$ cat src/rtl/counting_semaphore_table_core_macros.svh
// assertion macros shared by the semaphore table rtl
`ifndef COUNTING_SEMAPHORE_TABLE_CORE_MACROS_SVH
`define COUNTING_SEMAPHORE_TABLE_CORE_MACROS_SVH

`ifndef ASSERT_OFF
// clocked check, disabled while reset is high
`define CSEM_ASSERT(lbl, clk, rst, prop, msg) \
   lbl: assert property (@(posedge clk) disable iff (rst) prop) else $error(msg);
// clocked check that also holds during reset
`define CSEM_ASSERT_ALWAYS(lbl, clk, prop, msg) \
   lbl: assert property (@(posedge clk) prop) else $error(msg);
`else
`define CSEM_ASSERT(lbl, clk, rst, prop, msg)
`define CSEM_ASSERT_ALWAYS(lbl, clk, prop, msg)
`endif

`endif

$ cat src/rtl/csem_pkg.sv
// shared codes, widths and types of the semaphore table
`timescale 1ns / 1ps
package csem_pkg;
   localparam int PID_W = 4;
   localparam int CNT_W = 16;
   localparam int STATUS_W = 3;

   localparam logic [1:0] REQ_OPEN  = 2'd0;
   localparam logic [1:0] REQ_WAIT  = 2'd1;
   localparam logic [1:0] REQ_POST  = 2'd2;
   localparam logic [1:0] REQ_CLOSE = 2'd3;

   localparam logic [STATUS_W-1:0] STAT_OK      = 3'd0;
   localparam logic [STATUS_W-1:0] STAT_NOMEM   = 3'd1;
   localparam logic [STATUS_W-1:0] STAT_INVALID = 3'd2;
   localparam logic [STATUS_W-1:0] STAT_BLOCKED = 3'd3;
   localparam logic [STATUS_W-1:0] STAT_WOKEN   = 3'd4;
   localparam logic [STATUS_W-1:0] STAT_CLOSED  = 3'd5;

   typedef struct packed {
      logic signed [CNT_W-1:0] cnt;
      logic                    neg;
      logic                    le_zero;
   } alu_res_type;
endpackage

$ cat src/rtl/counting_semaphore_table_core.sv
// semaphore table top level: slot scan sequencer, slot and waiter memories
//
// channel   direction  handshake
// req_*     in         taken when start is high and busy is low
// rsp_*     out        one cycle per result, marked by rsp_valid
//
// open is busy in the open state only. wait, post and close scan the slot memory one slot at a time
// (read, compare) up to the first matching slot, then pass through an execute state;
// post adds a pop and a done state when it wakes a waiter, close with waiters a drain state per
// waiter plus a done state. busy drops in the cycle in which the final result (rsp_last) shows.
// the receiver cannot stall; reset clears the valid bits and sets next id to one.
`timescale 1ns / 1ps
`include "counting_semaphore_table_core_macros.svh"
module counting_semaphore_table_core
   import csem_pkg::*;
#(
   parameter int NUM_SEMS  = 16,
   parameter int MAX_PROCS = 16,
   parameter int ID_BITS   = 16
) (
   input  logic                       clock,
   input  logic                       reset,
   input  logic                       start,
   output logic                       busy,
   input  logic [1:0]                 req_type,
   input  logic [PID_W-1:0]           req_caller_pid,
   input  logic [ID_BITS-1:0]         req_sem_id,
   input  logic signed [CNT_W-1:0]    req_init_count,
   output logic                       rsp_valid,
   output logic [STATUS_W-1:0]        rsp_status,
   output logic [ID_BITS-1:0]         rsp_new_id,
   output logic [PID_W-1:0]           rsp_pid,
   output logic                       rsp_last
);
   localparam int SW  = (NUM_SEMS > 1) ? $clog2(NUM_SEMS) : 1;
   localparam int HW  = $clog2(MAX_PROCS);
   localparam int NW  = $clog2(MAX_PROCS + 1);
   localparam int FD  = NUM_SEMS * MAX_PROCS;
   localparam int FAW = $clog2(FD);
   localparam int RW  = ID_BITS + CNT_W + HW + NW;

   localparam logic [2:0] S_IDLE     = 3'd0;
   localparam logic [2:0] S_OPEN     = 3'd1;
   localparam logic [2:0] S_SCAN_RD  = 3'd2;
   localparam logic [2:0] S_SCAN_CMP = 3'd3;
   localparam logic [2:0] S_EXEC     = 3'd4;
   localparam logic [2:0] S_POP      = 3'd5;
   localparam logic [2:0] S_DRAIN    = 3'd6;
   localparam logic [2:0] S_DONE     = 3'd7;

   logic [2:0]              state_ff, state_in;
   logic [1:0]              type_ff, type_in;
   logic [PID_W-1:0]        pid_ff, pid_in;
   logic [ID_BITS-1:0]      id_ff, id_in;
   logic signed [CNT_W-1:0] init_ff, init_in;
   logic [SW-1:0]           slot_ff, slot_in;
   logic signed [CNT_W-1:0] cnt_ff, cnt_in;
   logic [HW-1:0]           head_ff, head_in;
   logic [NW-1:0]           num_ff, num_in;
   logic [NUM_SEMS-1:0]     valid_ff, valid_in;
   logic [ID_BITS-1:0]      next_id_ff, next_id_in;

   logic                    rsp_valid_ff, rsp_valid_in;
   logic [STATUS_W-1:0]     rsp_status_ff, rsp_status_in;
   logic [ID_BITS-1:0]      rsp_new_id_ff, rsp_new_id_in;
   logic [PID_W-1:0]        rsp_pid_ff, rsp_pid_in;
   logic                    rsp_last_ff, rsp_last_in;

   logic                    slot_we;
   logic [SW-1:0]           slot_waddr;
   logic [RW-1:0]           slot_wdata;
   logic [RW-1:0]           slot_rdata;
   logic                    fifo_we;
   logic [FAW-1:0]          fifo_waddr;
   logic [FAW-1:0]          fifo_raddr;
   logic [PID_W-1:0]        fifo_rdata;

   logic [ID_BITS-1:0]      rd_id;
   logic signed [CNT_W-1:0] rd_cnt;
   logic [HW-1:0]           rd_head;
   logic [NW-1:0]           rd_num;

   logic [SW-1:0]           free_slot;
   logic                    table_full;
   logic [HW-1:0]           head_inc;
   logic [NW:0]             tail_sum;
   logic [HW-1:0]           tail;
   logic [FAW-1:0]          fifo_base;
   alu_res_type             alu_res;

   assign {rd_id, rd_cnt, rd_head, rd_num} = slot_rdata;

   csem_ram #(.WIDTH(RW), .DEPTH(NUM_SEMS)) u_slot_ram (
      .clock   (clock),
      .wr_en   (slot_we),
      .wr_addr (slot_waddr),
      .wr_data (slot_wdata),
      .rd_addr (slot_ff),
      .rd_data (slot_rdata)
   );

   csem_ram #(.WIDTH(PID_W), .DEPTH(FD)) u_waiter_ram (
      .clock   (clock),
      .wr_en   (fifo_we),
      .wr_addr (fifo_waddr),
      .wr_data (pid_ff),
      .rd_addr (fifo_raddr),
      .rd_data (fifo_rdata)
   );

   csem_alu u_alu (
      .cnt (cnt_ff),
      .dec (type_ff == REQ_WAIT),
      .res (alu_res)
   );

   // lowest-numbered free slot
   always_comb begin
      free_slot = '0;
      for (int i = NUM_SEMS - 1; i >= 0; i--) begin
         if (!valid_ff[i]) begin
            free_slot = SW'(i);
         end
      end
   end
   assign table_full = &valid_ff;

   assign head_inc  = (head_ff == HW'(MAX_PROCS - 1)) ? '0 : head_ff + HW'(1);
   assign tail_sum  = (NW+1)'(head_ff) + (NW+1)'(num_ff);
   assign tail      = (tail_sum >= (NW+1)'(MAX_PROCS)) ?
                      HW'(tail_sum - (NW+1)'(MAX_PROCS)) : HW'(tail_sum);
   assign fifo_base = FAW'(slot_ff * MAX_PROCS);
   assign fifo_waddr = fifo_base + FAW'(tail);
   assign fifo_raddr = fifo_base + FAW'((state_ff == S_DRAIN) ? head_inc : head_ff);

   always_comb begin
      state_in      = state_ff;
      type_in       = type_ff;
      pid_in        = pid_ff;
      id_in         = id_ff;
      init_in       = init_ff;
      slot_in       = slot_ff;
      cnt_in        = cnt_ff;
      head_in       = head_ff;
      num_in        = num_ff;
      valid_in      = valid_ff;
      next_id_in    = next_id_ff;
      rsp_valid_in  = 1'b0;
      rsp_status_in = STAT_OK;
      rsp_new_id_in = '0;
      rsp_pid_in    = pid_ff;
      rsp_last_in   = 1'b1;
      slot_we       = 1'b0;
      slot_waddr    = slot_ff;
      slot_wdata    = {id_ff, cnt_ff, head_ff, num_ff};
      fifo_we       = 1'b0;

      unique case (state_ff)
         S_IDLE: begin
            if (start) begin
               type_in  = req_type;
               pid_in   = req_caller_pid;
               id_in    = req_sem_id;
               init_in  = req_init_count;
               slot_in  = '0;
               state_in = (req_type == REQ_OPEN) ? S_OPEN : S_SCAN_RD;
            end
         end
         S_OPEN: begin
            rsp_valid_in = 1'b1;
            state_in     = S_IDLE;
            if (table_full) begin
               rsp_status_in = STAT_NOMEM;
            end else begin
               slot_we              = 1'b1;
               slot_waddr           = free_slot;
               slot_wdata           = {next_id_ff, init_ff, HW'(0), NW'(0)};
               valid_in[free_slot]  = 1'b1;
               rsp_new_id_in        = next_id_ff;
               next_id_in = (next_id_ff == {ID_BITS{1'b1}}) ?
                            ID_BITS'(1) : next_id_ff + ID_BITS'(1);
            end
         end
         S_SCAN_RD: begin
            state_in = S_SCAN_CMP;
         end
         S_SCAN_CMP: begin
            if (valid_ff[slot_ff] && rd_id == id_ff) begin
               id_in    = rd_id;
               cnt_in   = rd_cnt;
               head_in  = rd_head;
               num_in   = rd_num;
               state_in = S_EXEC;
            end else if (slot_ff == SW'(NUM_SEMS - 1)) begin
               rsp_valid_in  = 1'b1;
               rsp_status_in = STAT_INVALID;
               state_in      = S_IDLE;
            end else begin
               slot_in  = slot_ff + SW'(1);
               state_in = S_SCAN_RD;
            end
         end
         S_EXEC: begin
            case (type_ff)
               REQ_WAIT: begin
                  rsp_valid_in = 1'b1;
                  state_in     = S_IDLE;
                  if (alu_res.neg) begin
                     if (num_ff >= NW'(MAX_PROCS)) begin
                        rsp_status_in = STAT_NOMEM;
                     end else begin
                        fifo_we       = 1'b1;
                        slot_we       = 1'b1;
                        slot_wdata    = {id_ff, alu_res.cnt, head_ff, num_ff + NW'(1)};
                        rsp_status_in = STAT_BLOCKED;
                     end
                  end else begin
                     slot_we    = 1'b1;
                     slot_wdata = {id_ff, alu_res.cnt, head_ff, num_ff};
                  end
               end
               REQ_POST: begin
                  slot_we = 1'b1;
                  if (alu_res.le_zero && num_ff != '0) begin
                     slot_wdata = {id_ff, alu_res.cnt, head_inc, num_ff - NW'(1)};
                     head_in    = head_inc;
                     num_in     = num_ff - NW'(1);
                     state_in   = S_POP;
                  end else begin
                     slot_wdata   = {id_ff, alu_res.cnt, head_ff, num_ff};
                     rsp_valid_in = 1'b1;
                     state_in     = S_IDLE;
                  end
               end
               default: begin
                  // close: drain the queue first, then free the slot
                  if (num_ff != '0) begin
                     state_in = S_DRAIN;
                  end else begin
                     valid_in[slot_ff] = 1'b0;
                     rsp_valid_in      = 1'b1;
                     state_in          = S_IDLE;
                  end
               end
            endcase
         end
         S_POP: begin
            rsp_valid_in  = 1'b1;
            rsp_status_in = STAT_WOKEN;
            rsp_pid_in    = fifo_rdata;
            rsp_last_in   = 1'b0;
            state_in      = S_DONE;
         end
         S_DRAIN: begin
            rsp_valid_in  = 1'b1;
            rsp_status_in = STAT_CLOSED;
            rsp_pid_in    = fifo_rdata;
            rsp_last_in   = 1'b0;
            head_in       = head_inc;
            num_in        = num_ff - NW'(1);
            if (num_ff == NW'(1)) begin
               valid_in[slot_ff] = 1'b0;
               state_in          = S_DONE;
            end
         end
         S_DONE: begin
            rsp_valid_in = 1'b1;
            state_in     = S_IDLE;
         end
         default: begin
            state_in = S_IDLE;
         end
      endcase
   end

   always_ff @(posedge clock) begin
      if (reset) begin
         state_ff     <= S_IDLE;
         valid_ff     <= '0;
         next_id_ff   <= ID_BITS'(1);
         rsp_valid_ff <= 1'b0;
      end else begin
         state_ff     <= state_in;
         valid_ff     <= valid_in;
         next_id_ff   <= next_id_in;
         rsp_valid_ff <= rsp_valid_in;
      end
      type_ff       <= type_in;
      pid_ff        <= pid_in;
      id_ff         <= id_in;
      init_ff       <= init_in;
      slot_ff       <= slot_in;
      cnt_ff        <= cnt_in;
      head_ff       <= head_in;
      num_ff        <= num_in;
      rsp_status_ff <= rsp_status_in;
      rsp_new_id_ff <= rsp_new_id_in;
      rsp_pid_ff    <= rsp_pid_in;
      rsp_last_ff   <= rsp_last_in;
   end

   assign busy       = (state_ff != S_IDLE);
   assign rsp_valid  = rsp_valid_ff;
   assign rsp_status = rsp_status_ff;
   assign rsp_new_id = rsp_new_id_ff;
   assign rsp_pid    = rsp_pid_ff;
   assign rsp_last   = rsp_last_ff;

   `CSEM_ASSERT(a_last_ends_transaction, clock, reset, rsp_valid && rsp_last |-> !busy, "final result while still busy")
   `CSEM_ASSERT(a_mid_is_waiter, clock, reset, rsp_valid && !rsp_last |-> (rsp_status == STAT_WOKEN || rsp_status == STAT_CLOSED), "non-final result is not a waiter")
   `CSEM_ASSERT(a_start_busy, clock, reset, start && !busy |=> busy, "accepted transaction did not raise busy")
   `CSEM_ASSERT(a_queue_bound, clock, reset, slot_we |-> slot_wdata[NW-1:0] <= NW'(MAX_PROCS), "waiter count beyond queue depth")
   `CSEM_ASSERT_ALWAYS(a_reset_idle, clock, reset |=> !busy && !rsp_valid, "not idle after reset")
endmodule

$ cat src/rtl/csem_ram.sv
// generic single write, single read ram with registered read data
`timescale 1ns / 1ps
module csem_ram #(
   parameter int WIDTH = 8,
   parameter int DEPTH = 16
) (
   input  logic                                   clock,
   input  logic                                   wr_en,
   input  logic [(DEPTH > 1 ? $clog2(DEPTH) : 1)-1:0] wr_addr,
   input  logic [WIDTH-1:0]                       wr_data,
   input  logic [(DEPTH > 1 ? $clog2(DEPTH) : 1)-1:0] rd_addr,
   output logic [WIDTH-1:0]                       rd_data
);
   logic [WIDTH-1:0] mem [DEPTH];
   logic [WIDTH-1:0] rd_data_ff;

   always_ff @(posedge clock) begin
      if (wr_en) begin
         mem[wr_addr] <= wr_data;
      end
      rd_data_ff <= mem[rd_addr];
   end

   assign rd_data = rd_data_ff;
endmodule

$ cat src/rtl/csem_alu.sv
// shared saturating count unit: increment or decrement and sign tests
`timescale 1ns / 1ps
module csem_alu
   import csem_pkg::*;
(
   input  logic signed [CNT_W-1:0] cnt,
   input  logic                    dec,
   output alu_res_type             res
);
   localparam logic signed [CNT_W-1:0] CNT_MIN = {1'b1, {(CNT_W-1){1'b0}}};
   localparam logic signed [CNT_W-1:0] CNT_MAX = {1'b0, {(CNT_W-1){1'b1}}};

   logic signed [CNT_W-1:0] nxt;

   always_comb begin
      if (dec) begin
         nxt = (cnt == CNT_MIN) ? CNT_MIN : cnt - CNT_W'(1);
      end else begin
         nxt = (cnt == CNT_MAX) ? CNT_MAX : cnt + CNT_W'(1);
      end
      res.cnt     = nxt;
      res.neg     = nxt[CNT_W-1];
      res.le_zero = nxt[CNT_W-1] || (nxt == '0);
   end
endmodule

$ cat config.mk
export PLATFORM = sky130hd
export DESIGN_NAME = counting_semaphore_table_core
export DESIGN_NICKNAME = d
export VERILOG_FILES = /design/src/rtl/csem_pkg.sv /design/src/rtl/counting_semaphore_table_core.sv /design/src/rtl/csem_ram.sv /design/src/rtl/csem_alu.sv
export VERILOG_INCLUDE_DIRS = /design/src /design/src/rtl
export SDC_FILE = /design/constraint.sdc
export NUM_CORES = 2
export LEC_CHECK = 0
export BUFFER_PORTS_ARGS = -buffer_cell sky130_fd_sc_hd__buf_2
export CORE_UTILIZATION = 50
export CTS_CLUSTER_SIZE = 12
export DETAILED_ROUTE_END_ITERATION = 7
export PLACE_DENSITY = 0.69
export SYNTH_ARGS = -nofsm -noshare
export SYNTH_HDL_FRONTEND = slang
export SYNTH_HIERARCHICAL = 1
export SYNTH_SLANG_ARGS = --single-unit
$ cat constraint.sdc
create_clock -name clock -period 9.05 [get_ports clock]
set_input_delay 0.4525 -clock clock [delete_from_list [all_inputs] [get_ports clock]]
set_output_delay 0.4525 -clock clock [all_outputs]
set_load 0.02 [all_outputs]
==> impl_metrics.toml <==
[worst_setup_path]
reg2reg_to = "u_waiter_ram/mem[178][0]"
crit_required_ns = 9.48
arrival_ns = 6.33
crit_end = "u_waiter_ram/mem[178][0]"
cp-start-kind = "flop"
rr_worst_depth = 10
worstSetupPathType = "reg2reg"
r2r-start = "cnt_ff[3]"
critPathCaptureType = "flop"
cp_max_fo = 20
r2r_slack_ns = 3.15
startpoint = "cnt_ff[3]"

[pwr]
peakVddDrop_uv = 187
leakage_nw = 25.9
p_per_area_mw_per_mm2 = 214
power_w = 0.0176

[logic_synthesis]
syn_nets = 4011
yosysWarnings = 6
synth.distinct_cells = 93
yosysSeqAreaShare_pct = 73.8
yosys-top-cells-area = "edfxtp_1 71%, mux4_2 13%, dfxtp_1 2.8%, nor2_1 1.8%, a22oi_1 1.5%"
ys_seq_elements = 1852
syn_inst = 3952
synth_top_area_share_pct = 70.9
yosys.area.top_type = "edfxtp_1"
postSynthAreaPerCell_sq_um = 18.7
synth-edff-count = 1747
ys.flop_type = "edfxtp_1"
synth_most_common_cell = "edfxtp_1"
async_flop_share_pct = 0
synth_common_cells = "1747 x edfxtp_1, 415 x mux4_2, 349 x nor2_1"
netlist_area_sq_mm = 0.0740

[routing]
ant_nets = 0
drt_first_pass_iters = 8
vias_per_cell = 6.27
drc = 0
routed_wl_mm = 169
vias = 38400
wl_per_cell_microns = 27.5
dr.first_iter.drc_count = 3648

[outcome]
status = "completed"

[die]
fp.dieH_microns = 387
core_sq_mm = 0.146
row_count = 140
start_util_pct = 50.6
die_area_sq_mm = 0.149
io-pin-count = 67
die_x_microns = 387

[sta]
setup_tns_ns = 0
fin_skew_ns = 0.0540
hold_viol_final = 0
setup_viol = 0
slew_viol_final = 0
fmax_ghz = 0.170
setup_slack_ns = 3.15
hold_slack_ns = 0.145
tightest_slew_ns = 1.36
fin_crit_ns = 5.90
slew_headroom_pct = 8.79
rsz0062_at_grt = "false"
post-route-period-util_pct = 65.2

[placement]
post-place-ws_ns = 3.25
numPortBuffers = 66
place_hpwl_mm = 97.8
gp_congestion = 0.880

[grt]
grt_usage_pct = 22.6
antenna_found_initial = 2
grt_pass1_vias = 38600
grt_pass1_wl_mm = 251
grt_max_degree = 191
grt-ovfl-total = 0

[clock_tree]
h-tree-depth = 4
cts_tree = "done"
postCtsResizedCells = 0
cts_buffers = 185
cts.sinks = 1852
cts_setup_buffers = 0
path_clk_slew_ns = 0.06
clock_latency_ns = 0.83
hold_buffers = 39
cts-root-buf = "clkbuf_16"
cts.path.max_buffers = 3

[layout]
area_delta_synth_final_pct = 11.3
antenna_cells = 0
num-fill-cells = 10800
final_util_pct = 56.3
drive_gt1_share_pct = 21.1
final_nets = 4143

[hold_path]
hold_depth = 2
min_from = "reset"
min_path_type = "in2reg"

[flow_run]
drv_cap = 0
## stage by stage
step / std cells / cell area (sq um)
global route: 6135 / 82400
CTS: 6135 / 82400
detailed placement: 5775 / 76300
floorplan: 3952 / 74000
global placement: 5775 / 76300
finish: 6135 / 82400
## flip-flops by register name, indices dropped and copies added, names as in the netlist
signal,cells
u_waiter_ram/mem,1024
u_slot_ram/mem,656
u_slot_ram/rd_data,41
cnt_ff,16
id_ff,16
init_ff,16
next_id_ff,16
rsp_new_id,16
valid_ff,16
num_ff,5
head_ff,4
pid_ff,4
rsp_pid,4
slot_ff,4
u_waiter_ram/rd_data,4
rsp_status,3
state_ff,3
type_ff,2
rsp_last,1
rsp_valid,1
## routing by layer
layer / part of all wire [%] / track usage [%]
met1: 40 / 31.0
met2: 49 / 36.9
met3: 7.8 / 4.14
met4: 2.6 / 6.74
met5: 0.010 / 0
## cells by family after synthesis
logic type	Yosys count	share of synthesized area (%)
fa+ha+maj	18	0.315
compound gates	442	4.22
xor+xnor	46	0.545
simple gates	814	5.31
buf+inv	268	1.86
mux	512	14.0
flops	1852	73.8
## how the worst min path moves through the flow
stage	endpoint	slack, ns
floorplan	cnt_ff[0]	0.39
global placement	cnt_ff[2]	0.39
detailed placement	cnt_ff[4]	0.39
CTS	next_id_ff[2]	0.1
global route	next_id_ff[14]	0.13
finish	next_id_ff[12]	0.15
## worst max-delay path, cell delays in order (launching register included)
cell      delay (ns)
edfxtp_1        0.57
or4_4           0.65
nor3_1          0.36
nand3_1         0.16
a221oi_1        0.32
o21ai_0         0.20
inv_1           0.26
nor2b_1         0.42
and3_1          0.83
nand3_1         1.07
nor2_1          0.68
## power by group
group | total (W) | internal (W) | switching (W) | leakage, nW
Combinational | 0.000879 | 0.000275 | 0.000604 | 6.54
Sequential | 0.00960 | 0.00955 | 0.0000497 | 16.6
Clock | 0.00713 | 0.00398 | 0.00316 | 2.71
## area by class of cell
class | instances | area [sq um] | share of cell area [%]
Timing Repair Buffer | 183 | 1390 | 1.69
Clock buffer | 268 | 5050 | 6.13
Multi-Input combinational cell | 1832 | 18200 | 22.2
Inverter | 30 | 113 | 0.137
Clock inverter | 53 | 592 | 0.719
Tap cell | 1917 | 2400 | 2.91
Sequential cell | 1852 | 54600 | 66.3
## cell usage in the layout, fill, tap and decap left out, types with 32 or more instances in the layout
| cell type | instances |
|---|---|
| mux2i_1 | 73 |
| dfxtp_1 | 105 |
| mux4_2 | 415 |
| a22oi_1 | 147 |
| o21ai_0 | 52 |
| nand3_1 | 60 |
| buf_2 | 66 |
| nand4_1 | 32 |
| nand2_1 | 159 |
| buf_4 | 71 |
| nor2_1 | 335 |
| a21oi_1 | 47 |
| dlygate4sd3_1 | 39 |
| clkbuf_1 | 72 |
| clkbuf_16 | 185 |
| edfxtp_1 | 1747 |
Note: power is estimated with default switching activity, not from simulation.
